===== src/hdl/two_modulus_residue_alu_unit_macros.svh =====
// ----------------------------------------------------------------------------
// Assertion macros for the two-modulus residue ALU
// Shared property wrappers, clocked on clk and disabled while rst_n is low.
// ----------------------------------------------------------------------------
`ifndef TWO_MODULUS_RESIDUE_ALU_UNIT_MACROS_SVH
`define TWO_MODULUS_RESIDUE_ALU_UNIT_MACROS_SVH

// Same-cycle implication.
`define TRMA_ASSERT_NOW(label, clk, rst_n, cond, expr, msg) \
    label: assert property (@(posedge clk) disable iff (!rst_n) (cond) |-> (expr)) \
        else $error(msg);

// Next-cycle implication.
`define TRMA_ASSERT_NEXT(label, clk, rst_n, cond, expr, msg) \
    label: assert property (@(posedge clk) disable iff (!rst_n) (cond) |=> (expr)) \
        else $error(msg);

`endif


===== src/hdl/trma_pkg.sv =====
// ----------------------------------------------------------------------------
// trma_pkg
// Widths, codes and types shared by the residue ALU files.
// ----------------------------------------------------------------------------
package trma_pkg;

    localparam int OPERAND_WIDTH   = 32;
    localparam int MODULUS_WIDTH   = 16;
    localparam int PRODUCT_WIDTH   = 2 * MODULUS_WIDTH;
    localparam int VALUE_WIDTH     = (OPERAND_WIDTH > PRODUCT_WIDTH) ?
                                     OPERAND_WIDTH : PRODUCT_WIDTH;
    localparam int OP_WIDTH        = 2;
    localparam int CFG_INDEX_WIDTH = 2;
    localparam int CFG_DATA_WIDTH  = (OPERAND_WIDTH > MODULUS_WIDTH) ?
                                     OPERAND_WIDTH : MODULUS_WIDTH;

    // Operation codes
    localparam logic [OP_WIDTH-1:0] OP_ADD = 2'd0;
    localparam logic [OP_WIDTH-1:0] OP_SUB = 2'd1;
    localparam logic [OP_WIDTH-1:0] OP_MUL = 2'd2;

    // Configuration register indexes
    localparam logic [CFG_INDEX_WIDTH-1:0] REG_MODULUS_A     = 2'd0;
    localparam logic [CFG_INDEX_WIDTH-1:0] REG_MODULUS_B     = 2'd1;
    localparam logic [CFG_INDEX_WIDTH-1:0] REG_ELEMENT_COUNT = 2'd2;

    // Data handed from one reduction cell to the next
    typedef struct packed {
        logic [MODULUS_WIDTH-1:0] rem;
        logic [VALUE_WIDTH-1:0]   value;
    } cell_data_t;

    // Control that travels alongside the cell chains
    typedef struct packed {
        logic                valid;
        logic [OP_WIDTH-1:0] op;
        logic                range_err;
    } side_t;

endpackage


===== src/hdl/trma_combine.sv =====
// ----------------------------------------------------------------------------
// trma_combine
// Combine two residues by the operation code; register the raw result for
// the second reduction chain.
// ----------------------------------------------------------------------------
module trma_combine
    import trma_pkg::*;
(
    input  logic                     clk,
    input  logic                     en,
    input  logic [OP_WIDTH-1:0]      op,
    input  logic [MODULUS_WIDTH-1:0] modulus,
    input  logic [MODULUS_WIDTH-1:0] rx,
    input  logic [MODULUS_WIDTH-1:0] ry,
    output logic [PRODUCT_WIDTH-1:0] value
);

    logic [PRODUCT_WIDTH-1:0] value_reg;
    logic [PRODUCT_WIDTH-1:0] value_next;

    always_comb
    begin
        unique case (op)
            OP_ADD:  value_next = PRODUCT_WIDTH'(rx) + PRODUCT_WIDTH'(ry);
            // ry is below the modulus, so this never goes negative
            OP_SUB:  value_next = PRODUCT_WIDTH'(modulus) + PRODUCT_WIDTH'(rx)
                                  - PRODUCT_WIDTH'(ry);
            OP_MUL:  value_next = PRODUCT_WIDTH'(rx) * PRODUCT_WIDTH'(ry);
            default: value_next = '0;
        endcase
    end

    always_ff @(posedge clk)
    begin
        if (en)
        begin
            value_reg <= value_next;
        end
    end

    assign value = value_reg;

endmodule


===== config.mk =====
export PLATFORM = sky130hd
export DESIGN_NAME = trma_combine
export DESIGN_NICKNAME = d
export VERILOG_FILES = /design/src/hdl/two_modulus_residue_alu_unit_macros.svh /design/src/hdl/trma_pkg.sv /design/src/hdl/trma_combine.sv
export SDC_FILE = /design/constraint.sdc
export NUM_CORES = 1
export LEC_CHECK = 0
export BUFFER_PORTS_ARGS = -buffer_cell sky130_fd_sc_hd__clkbuf_2
export CORE_MARGIN = 5
export CORE_UTILIZATION = 40
export CTS_BUF_LIST = sky130_fd_sc_hd__clkbuf_4
export DETAILED_ROUTE_END_ITERATION = 7
export PLACE_DENSITY = 0.59
export SKIP_CTS_REPAIR_TIMING = 1
export SLEW_MARGIN = 20
export SYNTH_ARGS = -nofsm -noshare
export SYNTH_HDL_FRONTEND = slang
export SYNTH_SLANG_ARGS = --single-unit

===== constraint.sdc =====
create_clock -name clk -period 18.5 [get_ports clk]
set_clock_uncertainty 0.1 [all_clocks]
set_input_delay 3.7 -clock clk [delete_from_list [all_inputs] [get_ports clk]]
set_output_delay 3.7 -clock clk [all_outputs]
set_load 0.02 [all_outputs]

# Word level (Yosys, flattened, before mapping)
# Cells that the tools add are included.
# classes
reduce_logical	1
mul	1
n_addsub	3
eq_ne	2
n_mux	1
# ops
operator	count
$pmux 32 s3	1
$add 16x16->17	2
$mul 16x16->32	1
$sub 17x16->18	1
$eq 2x1->1 const B	1
$eq 2x2->1 const B	1
$logic_not 2->1	1
# word_totals
inputBits	52
elab_cells	9
output_inout_bits	32
regBits	32

# Longest topological paths before layout
# Gate-level depths: netlist of the first run.
# depth
word_depth	3
depth_mapped	23
ltp_nobuf	22

# Worst setup path after synthesis of the first run
# No wires, ideal clock.
# synth_path
path_type	input-to-reg
start	input ry[1]
end	register value_reg[31], in the netlist value[31], data pin
setup_time_ps	264
n_path_buf	2
arrival_ps	8858
stages	21
path_slack_ps	9277
required_time_ps	18136
cell_sequence	clkbuf_1 > nand2_1 > fa_1 > fa_1 > fa_1 > fa_1 > inv_1 > fa_1 > inv_1 > fa_1 > inv_1 > ha_1 > clkbuf_1 > nand2_1 > o21ai_1 > nor3_1 > a211oi_1 > nor2_1 > o311ai_1 > xnor2_1 > o21ai_1
# synth_between
elab_chain_len	2
elab_cells_between_ends	3
cone_classes	add/sub (1); mul (1); mux (1)
# synth_rtl
element	line_no	text
start, declared	trma_combine.sv:14	input logic [MODULUS_WIDTH-1:0] ry,
$mul 16x16->32 or $sub 17x16->18 (tied branches)	trma_combine.sv:28, trma_combine.sv:27	
$pmux 32 s3 (*)	trma_combine.sv:23	unique case (op)
net value_next[31]	trma_combine.sv:19	logic [PRODUCT_WIDTH-1:0] value_next;
end signal, assigned	trma_combine.sv:37	value_reg <= value_next;
end, declared	trma_combine.sv:18	logic [PRODUCT_WIDTH-1:0] value_reg;
# The timed path passes the listed nets; every way through them passes the cells marked *.
# A chain may end at the register's enable or synchronous reset.

# Final worst setup path of the first run
# layout_path
start	input ry[9]
end	register value_reg[30], in the netlist value[30], data pin
# Same word-level chain as after synthesis.

==> results of run 1 <==
==> cell type report <==
class / count / area [um2]
fillers: 3008 / 16400
multi-input cells: 958 / 9420
inverters: 307 / 1150
flip-flops and latches: 32 / 961
well taps: 384 / 480
repair buffers: 83 / 415
clock buffers: 5 / 37.5
clock inverters: 3 / 13.8
diodes: 1 / 2.50
==> power breakdown <==
group          internal (mW)  leakage, nW  switching (mW)
registers              0.132        0.309          0.0123
clock network         0.0139       0.0324          0.0266
logic                  0.894         6.06            1.31
total                   1.04         6.40            1.35
==> worst paths after layout <==
path	from	to	slack [ns]	cells after the start
max	ry[9]	value[30]$_DFFE_PP_	8.80	21
min	modulus[0]	value[0]$_DFFE_PP_	3.74	4
==> cells in the mapped netlist (all sizes together) (2+ instances only) <==
master | count | area (um2)
a211o | 2 | 17.5
a211oi | 10 | 75.1
a21o | 24 | 181
a21oi | 55 | 290
a22oi | 3 | 22.5
a31oi | 4 | 25.0
and2 | 110 | 688
and3 | 2 | 12.5
clkbuf | 50 | 189
edfxtp | 32 | 961
fa | 211 | 4220
ha | 137 | 1710
inv | 307 | 1150
nand2 | 170 | 638
nand2b | 4 | 25.0
nand3 | 12 | 60.1
nand3b | 3 | 22.5
nand4 | 9 | 56.3
nor2 | 27 | 101
nor2b | 5 | 31.3
nor3 | 12 | 60.1
o211a | 2 | 20.0
o211ai | 2 | 15.0
o21a | 9 | 67.6
o21ai | 52 | 264
o21bai | 4 | 30.0
o22ai | 5 | 31.3
o31a | 5 | 43.8
o31ai | 7 | 57.6
o32ai | 2 | 17.5
o41ai | 2 | 32.5
or3 | 2 | 12.5
xnor2 | 31 | 272
xor2 | 18 | 158
==> worst max-delay path, stage by stage <==
cell and delay [ns]:
clkbuf_2 0.45, ha_1 0.34, inv_1 0.12, fa_1 0.41
fa_1 0.54, inv_1 0.05, fa_1 0.56, fa_1 0.43
fa_1 0.54, inv_1 0.06, fa_1 0.48, inv_1 0.04
ha_1 0.42, nand4_1 0.20, nor3_1 0.24, nand3_1 0.15
nand3b_1 0.22, a31oi_1 0.18, o31a_1 0.34, nand4_1 0.10
o211ai_1 0.10
==> routing by layer <==
layer | up-vias | share of wire, % | global-route usage (%)
met5 | - | 0 | 0
met4 | 0 | 1.4 | 3.45
met3 | 39 | 4.1 | 2.01
met2 | 239 | 51 | 36.8
met1 | 4678 | 43 | 26.6
li1 | 4282 | - | -
==> kinds of logic (layout without fill, tap and decap cells) <==
group                    after synthesis  after routing  synth area share, %
AO/OA/AOI/OAI                        200            200                 11.1
XOR/XNOR                              49             49                 3.66
adder cells (fa/ha/maj)              348            348                 50.6
buffers and inverters                358            398                 11.5
flip-flops                            32             32                 8.19
multiplexers                           1              1               0.0853
other                                  0              1                    0
AND/OR/NAND/NOR                      360            360                 14.8
==> results.md, run 1 <==
- Setup violations, final: 0
- TritonCTS clock tree: built
- Total GRT Usage: 20.3%
- Hold Vio Cnt, Final: 0
- Row count: 62
- IO buf count: 83
- Antenna Nets Post-Route: 0
- Final Max Slew Viols: 0
- Antenna violations before repair: 1
- Largest register FFs: 32
- Status: finished clean
- Type of the worst min-delay path: input pin to flop
- First-pass GRT wire length: 53600 um
- Drt first-iter violations: 475
- Root Driver: clkbuf_4
- Maxcap violations: 0
- Power per cell area: 191 nW/um2
- P_leak: 6.40 nW
- Asr flop ratio synth: 0%
- Fraction of layout cells with a size suffix above 1: 7.20%
- # nets final: 1787
- Startpoint type of the worst setup path: input pin
- Placer Congestion: 0.883
- Slew margin rel.: 43.3%
- Req. time, crit path: 18.50 ns
- Syn Std Cell Area: 11700 um2
- Worst slew pin tran: 0.851 ns
- FMAX: 103 MHz
- Register area share after synthesis: 8.19%
- Num CTS Buffers: 5
- Place WS: 8.47 ns
- Post-Synthesis Net Count: 1748
- Clk sink count: 32
- Chip Width: 181 um
- Total Wirelength: 32300 um
- Final std cells w/o fill: 1773
- Cell area after layout: 12500 um2
- DRT Pass-1 Iters: 5
- Synth cell types: 59
- Syn Inst Count: 1348
- DRC: 0
- Vias: 9238
- Core ar.: 28900 um2
- Die area: 32900 um2
- Htree depth: 2
- Setup TNS: 0 ns
- Chip Height: 181 um
- WHS: 3.74 ns
- DPL Wire Length: 25700 um
- Syn_area_per_cell: 8.70 um2
- Synth Flop Type: edfxtp_1
- Post-synth EDFFs: 32
- Max VDD drop: 0.240 mV
- Total power: 2.39 mW
- Number of global-route vias before repair: 10172
- CP max FO: 17
- Warnings, synthesis: 0
- RSZ-0062 raised after global routing: no
- Starting Density: 40.7%
- Post-DR wirelength/cell: 18.2 um
- Commonest non-fill, non-tap cell in the layout: inv_1
- CTS Buffer Depth: 2
- Yosys reg bits: 32
- Area grow syn2layout: 6.42%
- Setup ws final: 8.80 ns
- Vias per cell: 5.21
- Layout Utilization: 43.3%
- Tcrit/Tclk final: 52.5%
- Largest net degree at the start of global routing: 33
- Commonest non-fill, non-tap cells in the layout: inv_1, fa_1, nand2_1
- Remaining Overflow, GRT: 0
- Crit. End Element: flop
- WP data arrival: 9.71 ns
- Worst-path clk slew: 0.12 ns
- Placed Cells: 1764
- Critical path class: input pin to flop
- Placed instance area: 12400 um2
- Fin crit period: 9.70 ns
- I/O Pins: 84
Power figures use the tool's default switching activity.
==> run 2, diff against run 1 <==
clock period = 9.9 ns   (was 18.5 ns; I/O delays follow)
==> run 2 against run 1 <==
Die area did not move. Clock power grew to 2.6 times the previous value. Sequential cell count unchanged. Sequential power up 86%. Final cell count about the same. Non-clock buffer count unchanged. Critical path type unchanged. Critical endpoint unchanged. Largest cell class unchanged.
==> results.md, run 2 (same netlist as run 1, synthesis figures left out) <==
- Setup ws final: 1.96 ns (was 8.80 ns)
- Top cell by count, worst path: fa_1 (unchanged)
- Hold Startpoint: modulus[0] (unchanged)
- Tcrit/Tclk final: 80.2%
- Placed instance area: 12400 um2 (unchanged)
- RSZ-0062 raised after global routing: no (unchanged)
- Req. time, crit path: 9.91 ns (was 18.50 ns)
- M1 wire length: 13700 um (was 14000 um)
- Final Max Slew Viols: 0 (unchanged)
- Maxcap violations: 0 (unchanged)
- Worst slew pin tran: 0.852 ns (was 0.851 ns)
- CTS Buffer Depth: 2 (unchanged)
- Number of global-route vias before repair: 10173 (was 10172)
- Total GRT Usage: 20.2% (was 20.3%)
- P_leak: 6.42 nW (was 6.40 nW)
- Antenna violations before repair: 0 (was 1)
- Critical path, cell by cell: clkbuf_2 -> ha_1 -> inv_1 -> fa_1 -> fa_1 -> inv_1 -> fa_1 -> fa_1 -> fa_1 -> inv_1 -> fa_1 -> inv_1 -> ha_1 -> nand4_1 -> nor3_1 -> nand3_1 -> nand3b_1 -> a31oi_1 -> o31a_1 -> nand4_1 -> o211ai_1 (unchanged)
- Vias per cell: 5.22 (was 5.21)
- Drt first-iter violations: 512 (was 475)
- CP max FO: 17 (unchanged)
- Chip Height: 181 um (unchanged)
- Vias: 9257 (was 9238)
- Placer Congestion: 0.883 (unchanged)
- Commonest non-fill, non-tap cell in the layout: inv_1 (unchanged)
- Worst-path clk slew: 0.12 ns (about the same)
- Remaining Overflow, GRT: 0 (unchanged)
- Critical path's slowest cell: fa_1 (unchanged)
- Buf/Inv on CP: 5 (unchanged)
- IO buf count: 83 (unchanged)
- Status: finished clean (unchanged)
- Die area: 32900 um2 (unchanged)
- Row count: 62 (unchanged)
- Total power: 4.48 mW (was 2.39 mW)
- Critical path class: input pin to flop (unchanged)
- Ant. Diodes: 0 (was 1)
- Chip Width: 181 um (unchanged)
- Crit-path leading delay family: adder cells (unchanged)
- Place WS: 1.61 ns (was 8.47 ns)
- Hold Vio Cnt, Final: 0 (unchanged)
- Setup TNS: 0 ns (unchanged)
- Fraction of layout cells with a size suffix above 1: 7.28% (was 7.20%)
- Num CTS Buffers: 5 (unchanged)
- Power per cell area: 358 nW/um2 (was 191 nW/um2)
- WP data arrival: 7.95 ns (was 9.71 ns)
- FMAX: 126 MHz
- Type of the worst min-delay path: input pin to flop (unchanged)
- Htree depth: 2 (unchanged)
- WHS Path Cells: 4 (unchanged)
- Crit. End Element: flop (unchanged)
- I/O Pins: 84 (unchanged)
- Area grow syn2layout: 6.64% (was 6.42%)
- Startpoint type of the worst setup path: input pin (unchanged)
- Root Driver: clkbuf_4 (unchanged)
- Met3 WL: 1440 um (was 1320 um)
- Antenna Nets Post-Route: 0 (unchanged)
- TritonCTS clock tree: built (unchanged)
- DPL Wire Length: 25600 um (was 25700 um)
- # nets final: 1787 (unchanged)
- DR top layer: met4 (unchanged)
- Commonest non-fill, non-tap cells in the layout: inv_1, fa_1, nand2_1 (unchanged)
- Total Wirelength: 32200 um (was 32300 um)
- Final std cells w/o fill: 1772 (was 1773)
- Core ar.: 28900 um2 (unchanged)
- Clk sink count: 32 (unchanged)
- First-pass GRT wire length: 53600 um (about the same)
- Starting Density: 40.7% (unchanged)
- DRT Pass-1 Iters: 5 (unchanged)
- WL met2: 16200 um (was 16500 um)
- Largest net degree at the start of global routing: 33 (unchanged)
- Layout Utilization: 43.4% (was 43.3%)
- Setup violations, final: 0 (unchanged)
- Max VDD drop: 0.453 mV (was 0.240 mV)
- Placed Cells: 1764 (unchanged)
- DRC: 0 (unchanged)
- Largest register FFs: 32 (unchanged)
- WHS: 2.02 ns (was 3.74 ns)
- Hold worst-path end: value[0]$_DFFE_PP_ (unchanged)
- CP peak stage delay: 0.56 ns (about the same)
- Slew margin rel.: 43.2% (was 43.3%)
- Cell area after layout: 12500 um2 (about the same)
- Fin crit period: 7.94 ns
- Post-DR wirelength/cell: 18.2 um (about the same)
[run 2: changes by cell type in the layout (fill, tap and decap cells not counted), sizes merged]
| cell | delta |
|---|---|
| diode | -1 |
| clkinv | -2 |
| clkbuf | +1 |
| bufinv | +1 |
[run 2: how the worst max path moves through the flow]
| stage | endpoint | start | slack, ns | cells after the start |
|---|---|---|---|---|
| after floorplan | value[31]$_DFFE_PP_ | ry[1] | 2.40 | 21 |
| after global placement | value[30]$_DFFE_PP_ | ry[9] | 1.73 | 21 |
| after detailed placement | value[30]$_DFFE_PP_ | ry[9] | 1.61 | 21 |
| after CTS | value[30]$_DFFE_PP_ | ry[9] | 2.01 | 21 |
| after global routing | value[26]$_DFFE_PP_ | ry[7] | 1.67 | 23 |
| final | value[30]$_DFFE_PP_ | ry[9] | 1.96 | 21 |
[run 2: layout make-up]
type,count,area [um2]
Tap cell,384,480
Multi-Input combinational cell,958,9420
Clock buffer,6,45.0
Inverter,307,1150
Sequential cell,32,961
Timing Repair Buffer,83,415
Clock inverter,2,35.0
Fill cell,2973,16300
[run 2: layer usage]
layer  up-vias  global-route usage [%]
met3        67                    2.43
met2       269                    36.1
met1      4641                    26.1
li1       4280                       -
met5         -                       0
met4         0                    5.31
[run 2: report_power, final]
group | total [mW] | switching, mW | internal (mW)
Combinational | 4.11 | 2.44 | 1.67
Clock | 0.105 | 0.0495 | 0.0557
Sequential | 0.268 | 0.0223 | 0.246
Total | 4.48 | 2.51 | 1.97
