File: src/hdl/two_modulus_residue_alu_unit_macros.svh
// ----------------------------------------------------------------------------
// Assertion macros for the two-modulus residue ALU
// Shared property wrappers, clocked on clk and disabled while rst_n is low.
// ----------------------------------------------------------------------------
`ifndef TWO_MODULUS_RESIDUE_ALU_UNIT_MACROS_SVH
`define TWO_MODULUS_RESIDUE_ALU_UNIT_MACROS_SVH

// Same-cycle implication.
`define TRMA_ASSERT_NOW(label, clk, rst_n, cond, expr, msg) \
    label: assert property (@(posedge clk) disable iff (!rst_n) (cond) |-> (expr)) \
        else $error(msg);

// Next-cycle implication.
`define TRMA_ASSERT_NEXT(label, clk, rst_n, cond, expr, msg) \
    label: assert property (@(posedge clk) disable iff (!rst_n) (cond) |=> (expr)) \
        else $error(msg);

`endif

File: src/hdl/trma_pkg.sv
// ----------------------------------------------------------------------------
// trma_pkg
// Widths, codes and types shared by the residue ALU files.
// ----------------------------------------------------------------------------
package trma_pkg;

    localparam int OPERAND_WIDTH   = 32;
    localparam int MODULUS_WIDTH   = 16;
    localparam int PRODUCT_WIDTH   = 2 * MODULUS_WIDTH;
    localparam int VALUE_WIDTH     = (OPERAND_WIDTH > PRODUCT_WIDTH) ?
                                     OPERAND_WIDTH : PRODUCT_WIDTH;
    localparam int OP_WIDTH        = 2;
    localparam int CFG_INDEX_WIDTH = 2;
    localparam int CFG_DATA_WIDTH  = (OPERAND_WIDTH > MODULUS_WIDTH) ?
                                     OPERAND_WIDTH : MODULUS_WIDTH;

    // Operation codes
    localparam logic [OP_WIDTH-1:0] OP_ADD = 2'd0;
    localparam logic [OP_WIDTH-1:0] OP_SUB = 2'd1;
    localparam logic [OP_WIDTH-1:0] OP_MUL = 2'd2;

    // Configuration register indexes
    localparam logic [CFG_INDEX_WIDTH-1:0] REG_MODULUS_A     = 2'd0;
    localparam logic [CFG_INDEX_WIDTH-1:0] REG_MODULUS_B     = 2'd1;
    localparam logic [CFG_INDEX_WIDTH-1:0] REG_ELEMENT_COUNT = 2'd2;

    // Data handed from one reduction cell to the next
    typedef struct packed {
        logic [MODULUS_WIDTH-1:0] rem;
        logic [VALUE_WIDTH-1:0]   value;
    } cell_data_t;

    // Control that travels alongside the cell chains
    typedef struct packed {
        logic                valid;
        logic [OP_WIDTH-1:0] op;
        logic                range_err;
    } side_t;

endpackage

File: src/hdl/trma_reduce_cell.sv
// ----------------------------------------------------------------------------
// trma_reduce_cell
// One restoring-reduction step: bring in the next value bit, subtract the
// modulus when the partial remainder reaches it.
// ----------------------------------------------------------------------------
module trma_reduce_cell
    import trma_pkg::*;
(
    input  logic                     clk,
    input  logic                     en,
    input  logic [MODULUS_WIDTH-1:0] modulus,
    input  cell_data_t               data_in,
    output cell_data_t               data_out
);

    cell_data_t             data_reg;
    cell_data_t             data_next;
    logic [MODULUS_WIDTH:0] trial;
    logic [MODULUS_WIDTH:0] diff;

    always_comb
    begin
        trial = {data_in.rem, data_in.value[VALUE_WIDTH-1]};
        diff  = trial - {1'b0, modulus};
        data_next.value = data_in.value << 1;
        if (trial >= {1'b0, modulus})
        begin
            data_next.rem = diff[MODULUS_WIDTH-1:0];
        end
        else
        begin
            data_next.rem = trial[MODULUS_WIDTH-1:0];
        end
    end

    always_ff @(posedge clk)
    begin
        if (en)
        begin
            data_reg <= data_next;
        end
    end

    assign data_out = data_reg;

endmodule

File: config.mk
export PLATFORM = sky130hd
export DESIGN_NAME = trma_reduce_cell
export DESIGN_NICKNAME = d
export VERILOG_FILES = /design/src/hdl/two_modulus_residue_alu_unit_macros.svh /design/src/hdl/trma_pkg.sv /design/src/hdl/trma_reduce_cell.sv
export SDC_FILE = /design/constraint.sdc
export NUM_CORES = 1
export LEC_CHECK = 0
export ABC_AREA = 1
export BUFFER_PORTS_ARGS = -buffer_cell sky130_fd_sc_hd__buf_2
export CORE_UTILIZATION = 50
export CTS_BUF_LIST = sky130_fd_sc_hd__clkbuf_8 sky130_fd_sc_hd__clkbuf_16
export DETAILED_ROUTE_END_ITERATION = 8
export PLACE_DENSITY = 0.82
export SLEW_MARGIN = 30
export SYNTH_ARGS = -nofsm -noshare
export SYNTH_HDL_FRONTEND = slang
export SYNTH_SLANG_ARGS = --single-unit
File: constraint.sdc
create_clock -name clk -period 2.5 [get_ports clk]
set_input_delay 0.25 -clock clk [delete_from_list [all_inputs] [get_ports clk]]
set_output_delay 0.25 -clock clk [all_outputs]
set_load 0.03 [all_outputs]
# Word level (Yosys, flattened, before mapping)
# Index checks and enable logic that the tools add are counted.
dict set report classes {
  muxes 1
  add_sub_neg 1
  n_lt_le_gt_ge 1
}
# operator count
set ops {}
lappend ops {{$ge 17x16->1} 1}
lappend ops {{$mux 16} 1}
lappend ops {{$sub 16x16->16} 1}
dict set report totals {
  out_inout_bits 48
  inputBits 66
  wordCells 5
  reg_bits 47
}

# Depth between registers and ports, before layout
# Gate-level depths: netlist (run 1).
dict set report logic_depth {
  ltp_word 2
  mapped_depth 13
  ltp_nobuf 13
}

# Worst setup path before layout (run 1)
# No wires, ideal clock.
dict set report synth_path {
  path_kind {input -> register}
  start {in modulus[11]}
  end {reg data_reg, in the netlist data_out[40], data pin}
  required_time_ns 2.248
  setup_slack_ns 0.763
  t_arrival_ns 1.485
  setup_time_ns 0.252
  n_path_buf 1
  path_stages 13
  path_cell_list {inv_1 > ha_1 > nand2_1 > inv_2 > nand2_1 > nand2_1 > nand2_1 > nand2_1 > nor2_4 > nand2_4 > buf_8 > nand2_1 > nand2_1}
}
# item line
set synth_rtl {}
lappend synth_rtl {{start: declaration} trma_reduce_cell.sv:11} ;# input logic [MODULUS_WIDTH-1:0] modulus,
lappend synth_rtl {{end signal: assignment} trma_reduce_cell.sv:40} ;# data_reg <= data_next;
lappend synth_rtl {{end: declaration} trma_reduce_cell.sv:16} ;# cell_data_t data_reg;

==> qor.yml, run 1 <==
numPortBuffers: 112
syn-num-nets: 402
start_util_pct: 53.3
crit_fanout: 17
crit_type: "in2reg"
synth-simple-area-share_pct: 28.9
whs_ns: 0.120
maxCapViolCount: 0
yosysSeqAreaShare_pct: 50.2
cp-start-kind: "input port"
dieArea_um2: 5920
antenna_found_initial: 0
nNetsFinal: 519
gp_congestion: 0.906
drive_above_1_share_pct: 34.1
place_hpwl_mm: 5.29
outcome: "finished, final reports clean"
vias: 2450
synth_top_family_by_area: "simple AND/OR/NAND/NOR gates"
p_leak_uw: 0.00187
die_w_um: 77.0
avgSynthCellArea_um2: 8.81
hold_viol_final: 0
placementRows: 26
post-place-ws_ns: 0.419
drtAntennaViolNets: 0
post-route-util_pct: 66.9
grt_pass1_vias: 2346
core_area_um2: 5270
largest_reg_flops: 47
cts_hold_buf: 0
first_iter_violations: 150
grt_pass1_wl_mm: 10.9
crit_path_end_kind: "register"
arrival_ns: 1.83
syn_inst: 319
p_per_area_nw_per_um2: 586
synth_compound_area_share_pct: 1.60
path_clk_slew_ns: 0.08
cts_tree: "done"
grt_remaining_overflow: 0
post_cts_buffers: 0
diodes: 0
cts-root-buf: "clkbuf_8"
fin_crit_sh_pct: 70.5
max_freq_ghz: 0.567
synth_seq_cells: 47
htreeDepth: 2
wl_mm: 6.55
finalMaxSlewViolations: 0
viasPerCell: 4.83
wl_per_cell_um: 12.9
postCtsResizedCells: 0
power_uw: 2070
io_pins: 114
muxShareOfSynthArea_pct: 0
synthAdderAreaFrac_pct: 7.84
setup_viol: 0
mappedNetlistArea_um2: 2810
hp-start: "data_in[6]"
min_path_type: "in2reg"
drc_errors: 0
irDropWorstVdd_mv: 0.308
synth-xor-area-share_pct: 1.87
layout_setup_ws_ns: 0.737
tns_ns: 0
drt_first_pass_iters: 4
required_ns: 2.56
grtUsageTotal_pct: 23.7
syn2layout_area_growth_pct: 25.5
yosysWarnings: 0
cts.sinks: 47
grt_setup_unrepaired: "no"
grt_max_degree: 31
yosys.cell_types.count: 28
startpoint: "modulus[4]"
finalCriticalPeriod_ns: 1.76
numCtsBuffers: 5
die_h_um: 77.0
cts_max_path_buffers: 2
## metrics by stage
step                cells  cell area (um^2)
finish                507              3530
global route          507              3530
CTS                   507              3530
detailed placement    499              3440
global placement      499              3440
floorplan             319              2810
## final cells by class
| cell class | count | area (um^2) |
|---|---|---|
| Tap cell | 70 | 87.6 |
| Clock inverter | 3 | 20.0 |
| Clock buffer | 5 | 68.8 |
| Inverter | 61 | 229 |
| Multi-Input combinational cell | 207 | 1130 |
| Fill cell | 481 | 1740 |
| Sequential cell | 47 | 1410 |
| Timing Repair Buffer | 114 | 576 |
## worst max-delay path: stages
cell and delay, ns:
buf_2 0.07, inv_1 0.03, ha_1 0.34, nand2_1 0.15
inv_2 0.04, nand2_1 0.07, nand2_1 0.05, nand2_1 0.10
nand3_2 0.10, nand2_4 0.22, nand2_4 0.19, nand3_1 0.14
nand2_1 0.05
## kinds of logic (layout without fill, tap and decap cells)
family | Yosys count | after routing
AND/OR/NAND/NOR | 174 | 174
XOR/XNOR | 6 | 6
AO/OA/AOI/OAI | 9 | 9
other | 1 | 1
buffers and inverters | 65 | 183
adder cells (fa/ha/maj) | 17 | 17
flip-flops | 47 | 47
## Yosys cell counts
cell,instances,share of area [%]
nand2_1,105,14
inv_1,52,6.9
edfxtp_1,47,50
nand3_1,28,5.0
ha_1,16,7.1
nor2_1,11,1.5
inv_2,9,1.2
a21oi_1,7,1.2
nand3_2,5,1.8
nand2_2,4,0.89
nand4_1,4,0.89
xor2_1,4,1.2
nand3b_1,3,0.80
nor2_4,3,1.2
buf_4,2,0.53
nand2_4,2,0.80
nor2_2,2,0.45
nor3_1,2,0.36
o21ai_0,2,0.36
or2_2,2,0.45
xnor2_1,2,0.62
and2_1,1,0.22
buf_2,1,0.18
buf_8,1,0.53
conb_1,1,0.13
fa_1,1,0.71
nor3_2,1,0.36
or2_1,1,0.22
## cells in the final DEF (no fill, tap or decap), types with 2 or more instances in the layout
cell and instances:
nand2_4 2, edfxtp_1 47, inv_2 9, nand2_2 4
nor2_4 3, o21ai_0 2, xor2_1 4, nand3b_1 3
nand3_2 5, nor3_1 2, nand3_1 28, buf_4 2
or2_2 2, clkbuf_8 5, inv_1 52, nor2_1 11
nand2_1 105, ha_1 16, nand4_1 4, a21oi_1 7
nor2_2 2, buf_2 112, xnor2_1 2
## routing by layer
layer	global-route usage, %	wire length, um
met4	7.88	70
met1	28.7	2710
met5	0	0
met2	41.5	3260
met3	5.24	510
## where the power goes
| group | leakage, uW | internal (uW) | total, uW | switching [uW] |
|---|---|---|---|---|
| Sequential | 0.000460 | 965 | 984 | 19.3 |
| Combinational | 0.00137 | 205 | 634 | 429 |
| Clock | 0.0000418 | 195 | 448 | 253 |
## path summary, 6_finish.rpt
path | depth (start not counted) | slack [ns] | to
max | 13 | 0.74 | data_out[41]
min | 1 | 0.12 | data_out[7]
Power figures use the tool's default switching activity.
==> run 2, diff against run 1 <==
- CORE_UTILIZATION: 50 -> 44
- PLACE_DENSITY: 0.82 -> 0.77
- clock period: 2.5 -> 1.5 ns (I/O delays scaled with it)
==> qor.yml, run 2 (synthesis gave the netlist of run 1 again) <==
nNetsFinal: 557  # +7.3%
min_path_type: "in2reg"
irDropWorstVdd_mv: 0.531  # +72%
cts-root-buf: "clkbuf_8"
cts_max_path_buffers: 2  # unchanged
tns_ns: 0  # unchanged
drtAntennaViolNets: 0  # unchanged
arrival_ns: 1.49  # -0.34 ns
grt_max_degree: 31  # unchanged
post-place-ws_ns: -0.333  # -0.751 ns
power_uw: 3720  # +80%
crit_type: "in2reg"
io_pins: 114  # unchanged
setup_viol: 0  # unchanged
hold_viol_final: 0  # unchanged
cp-start-kind: "input port"
first_iter_violations: 88  # -41%
required_ns: 1.56  # -1.00 ns
crit_fanout: 3  # -14
outcome: "finished, final reports clean"
max_freq_ghz: 0.701
numPortBuffers: 112  # unchanged
final.fill_count: 544  # +13%
grt_remaining_overflow: 0  # unchanged
grt_setup_unrepaired: "yes"
dieArea_um2: 6710  # +13%
final_common_cell: "buf_2"
cts.sinks: 47  # unchanged
place_hpwl_mm: 5.49  # +3.7%
wl_per_cell_um: 12.6  # -2.4%
drt_first_pass_iters: 4  # unchanged
largest_reg_flops: 47  # unchanged
p_per_area_nw_per_um2: 905  # +54%
antenna_found_initial: 0  # unchanged
final_cell_mix: "buf_2, nand2_1, edfxtp_1"
cts_tree: "done"
placementRows: 28  # +7.7%
diodes: 0  # unchanged
numCtsBuffers: 5  # unchanged
viasPerCell: 4.70  # -2.7%
wl_mm: 6.93  # +5.9%
drive_above_1_share_pct: 47.6  # +13 points
start_util_pct: 46.6  # -6.7 points
crit_path_end_kind: "register"
p_leak_uw: 0.00207  # +11%
drc_errors: 0  # unchanged
grt_pass1_wl_mm: 10.6  # -2.5%
design_area_um2: 4110  # +17%
core_area_um2: 6030  # +14%
layout_setup_ws_ns: 0.0743  # -0.663 ns
die_w_um: 81.9  # +6.4%
gp_congestion: 0.836  # -7.7%
die_h_um: 81.9  # +6.4%
fin_crit_sh_pct: 95.0
syn2layout_area_growth_pct: 46.3
finalMaxSlewViolations: 0  # unchanged
dpl_cell_area_um2: 3970  # +16%
finalCriticalPeriod_ns: 1.43
vias: 2586  # +5.6%
maxCapViolCount: 0  # unchanged
htreeDepth: 2  # unchanged
grt_pass1_vias: 2398  # +2.2%
path_clk_slew_ns: 0.10  # +0.02 ns
grtUsageTotal_pct: 21.0  # -2.7 points
whs_ns: 0.0120  # -0.108 ns
==> run 2: changes by cell type in the layout (fill, tap and decap cells not counted), moves of 2 or more <==
cell | previous run | this run
nand2_1 | 105 | 93
ha_4 | 0 | 15
nand2_2 | 4 | 13
nand2_4 | 2 | 4
ha_1 | 16 | 1
buf_4 | 2 | 37
inv_2 | 9 | 16
inv_1 | 52 | 43
==> run 2: routing by layer <==
metal	global-route usage [%]	vias to the layer above	part of all wire, %	routed length (um)
li1	-	1328	-	-
met1	26.2	1152	44	3020
met2	36.7	93	47	3240
met3	3.89	13	8.1	560
met4	6.14	0	1.7	117
met5	0	-	0	0
==> run 2: final timing paths <==
| kind | start | to | slack (ns) | cells past startpoint |
|---|---|---|---|---|
| max | data_in[31] | data_out[40] | 0.07 | 12 |
| min | data_in[16] | data_out[17] | 0.01 | 1 |
==> run 2: stage by stage <==
step / std cells / util [%]
2_1_floorplan: 319 / -
3_3_place_gp: 541 / 65.9
3_5_place_dp: 541 / 65.9
4_1_cts: 549 / 67.4
5_1_grt: 550 / 68.2
6_report: 550 / 68.2
==> run 2: final cells by class <==
class / count / area (um^2) / share of cell area, %
Timing Repair Buffer: 152 / 880 / 21.4
Clock inverter: 3 / 20.0 / 0.487
Clock buffer: 5 / 68.8 / 1.67
Sequential cell: 47 / 1410 / 34.3
Tap cell: 75 / 93.8 / 2.28
Inverter: 61 / 244 / 5.94
Multi-Input combinational cell: 207 / 1390 / 33.9
==> run 2: timing repair <==
action | CTS | global route
setup buffers | 0 | 0
gates resized for setup | 1 | 10
hold buffers | 0 | 1
endpoints found under the setup margin | 1 | 11
pin swaps | 0 | 2
hold endpoints to repair | 0 | 1
==> run 2: critical path, cell delays in order <==
cell and delay [ns]:
buf_2 0.15, inv_12 0.06, ha_4 0.13, inv_4 0.03, fa_2 0.35, nand2_2 0.09, nand2_2 0.08, nand2_2 0.09
o21ai_0 0.10, xor2_1 0.15, nand2_1 0.07, nand2_1 0.04
==> run 2: power by group <==
part,internal [uW],switching (uW)
registers,1610,29.6
logic,516,784
clock network,326,453
==> run 3, diff against run 2 <==
- PLACE_DENSITY: 0.77 -> default
- PLACE_DENSITY_LB_ADDON: default -> 0.08
==> qor.yml, run 3 (synthesis gave the netlist of run 1 again) <==
slowest_delay_ns: 0.29  # -0.06 ns
numPortBuffers: 112  # unchanged
nNetsFinal: 560  # +0.54%
slowest_stage: "ha_4"
cts-root-buf: "clkbuf_8"
path_clk_slew_ns: 0.09  # about the same
wl_mm: 6.97  # +0.53%
cts_max_path_buffers: 2  # unchanged
grtUsageTotal_pct: 20.8  # -0.26 points
cts.sinks: 47  # unchanged
maxCapViolCount: 0  # unchanged
max_freq_ghz: 0.688  # -1.9%
first_iter_violations: 99  # +13%
outcome: "finished, final reports clean"
placementRows: 28  # unchanged
start_util_pct: 46.6  # unchanged
grt_remaining_overflow: 0  # unchanged
viasPerCell: 4.68  # -0.43%
crit_chain: "buf_2, ha_4, nand2_1, inv_2, nand2_4, nor2_4, nand2_2, nor2_4, nor2_4, buf_6, buf_12, nand3_1, nand2_1"
cp-start-kind: "input port"
dieArea_um2: 6710  # unchanged
whs_ns: 0.0158  # +0.00373 ns
irDropWorstVdd_mv: 0.586  # +10%
fin_crit_sh_pct: 96.9  # +1.8 points
p_per_area_nw_per_um2: 957  # +5.8%
instances_no_fill: 553  # +0.55%
grt_max_degree: 48  # +55%
antenna_found_initial: 0  # unchanged
numCtsBuffers: 5  # unchanged
gp_congestion: 0.846  # +1.2%
min_path_type: "in2reg"
finalCriticalPeriod_ns: 1.45  # +0.0275 ns
setup_viol: 0  # unchanged
wl_per_cell_um: 12.6  # about the same
finalMaxSlewViolations: 0  # unchanged
largest_reg_flops: 47  # unchanged
vias: 2589  # +0.12%
core_area_um2: 6030  # unchanged
place_hpwl_mm: 5.34  # -2.7%
drtAntennaViolNets: 0  # unchanged
dp.cells: 540  # -0.18%
grt_pass1_vias: 2340  # -2.4%
die_w_um: 81.9  # unchanged
htreeDepth: 2  # unchanged
grt_pass1_wl_mm: 10.5  # -1.2%
p_leak_uw: 0.00214  # +3.1%
drc_errors: 0  # unchanged
arrival_ns: 1.52  # +0.03 ns
crit_path_end_kind: "register"
crit_fanout: 6  # +3
cpMostUsedCell: "nor2_4"
cp_top_family: "simple AND/OR/NAND/NOR gates"
hold_viol_final: 0  # unchanged
drt_first_pass_iters: 4  # unchanged
required_ns: 1.57  # about the same
crit_type: "in2reg"
die_h_um: 81.9  # unchanged
cts_tree: "done"
syn2layout_area_growth_pct: 51.0
io_pins: 114  # unchanged
grt_setup_unrepaired: "yes"
final_cell_mix: "buf_2, nand2_1, edfxtp_1"
path_buf_inv: 4  # +1
final_common_cell: "buf_2"
drive_above_1_share_pct: 49.8  # +2.2 points
diodes: 0  # unchanged
## run 3: area by class of cell
cell class                      instances  area [um^2]
Clock buffer                            5         68.8
Clock inverter                          3         63.8
Fill cell                             496         1780
Inverter                               61          244
Multi-Input combinational cell        208         1440
Sequential cell                        47         1410
Tap cell                               75         93.8
Timing Repair Buffer                  154          925
## run 3: through the flow
| stage | setup WS, ns | power [uW] | util, % | TNS [ns] | instance area [um^2] |
|---|---|---|---|---|---|
| 2_1_floorplan | -0.00726 | 2480 | - | -0.00739 | 3050 |
| 3_3_place_gp | -0.299 | 2940 | 66.2 | -3.74 | 3990 |
| 3_5_place_dp | -0.338 | 2960 | 66.2 | -4.00 | 3990 |
| 4_1_cts | 0.0322 | 4060 | 68.4 | 0 | 4120 |
| 5_1_grt | -0.00502 | 4280 | 70.4 | -0.00502 | 4240 |
| 6_report | 0.0468 | 4060 | 70.4 | 0 | 4240 |
## run 3: per-layer routing
metal	wire, um	vias up	track usage, %
li1	-	1334	-
met1	3060	1155	25.8
met2	3300	87	35.5
met3	474	13	4.11
met4	128	0	7.37
met5	0	-	0
## run 3: path summary, 6_finish.rpt
kind,slack [ns],to,from,cells past startpoint
setup / recovery,0.05,data_out[46],data_in[37],13
hold / removal,0.02,data_out[19],data_in[18],1
## run 3: what timing repair did
item | in CTS | in global routing
pin swaps | 0 | 6
setup endpoints to repair | 1 | 14
cloned | 0 | 1
setup buffers | 0 | 4
resized for setup | 1 | 21
hold buffers | 0 | 0
## run 3: where the power goes
group / internal, uW / switching, uW / total, uW
Combinational: 536 / 795 / 1330
Clock: 659 / 431 / 1090
Sequential: 1610 / 28.0 / 1640
Total: 2800 / 1250 / 4060
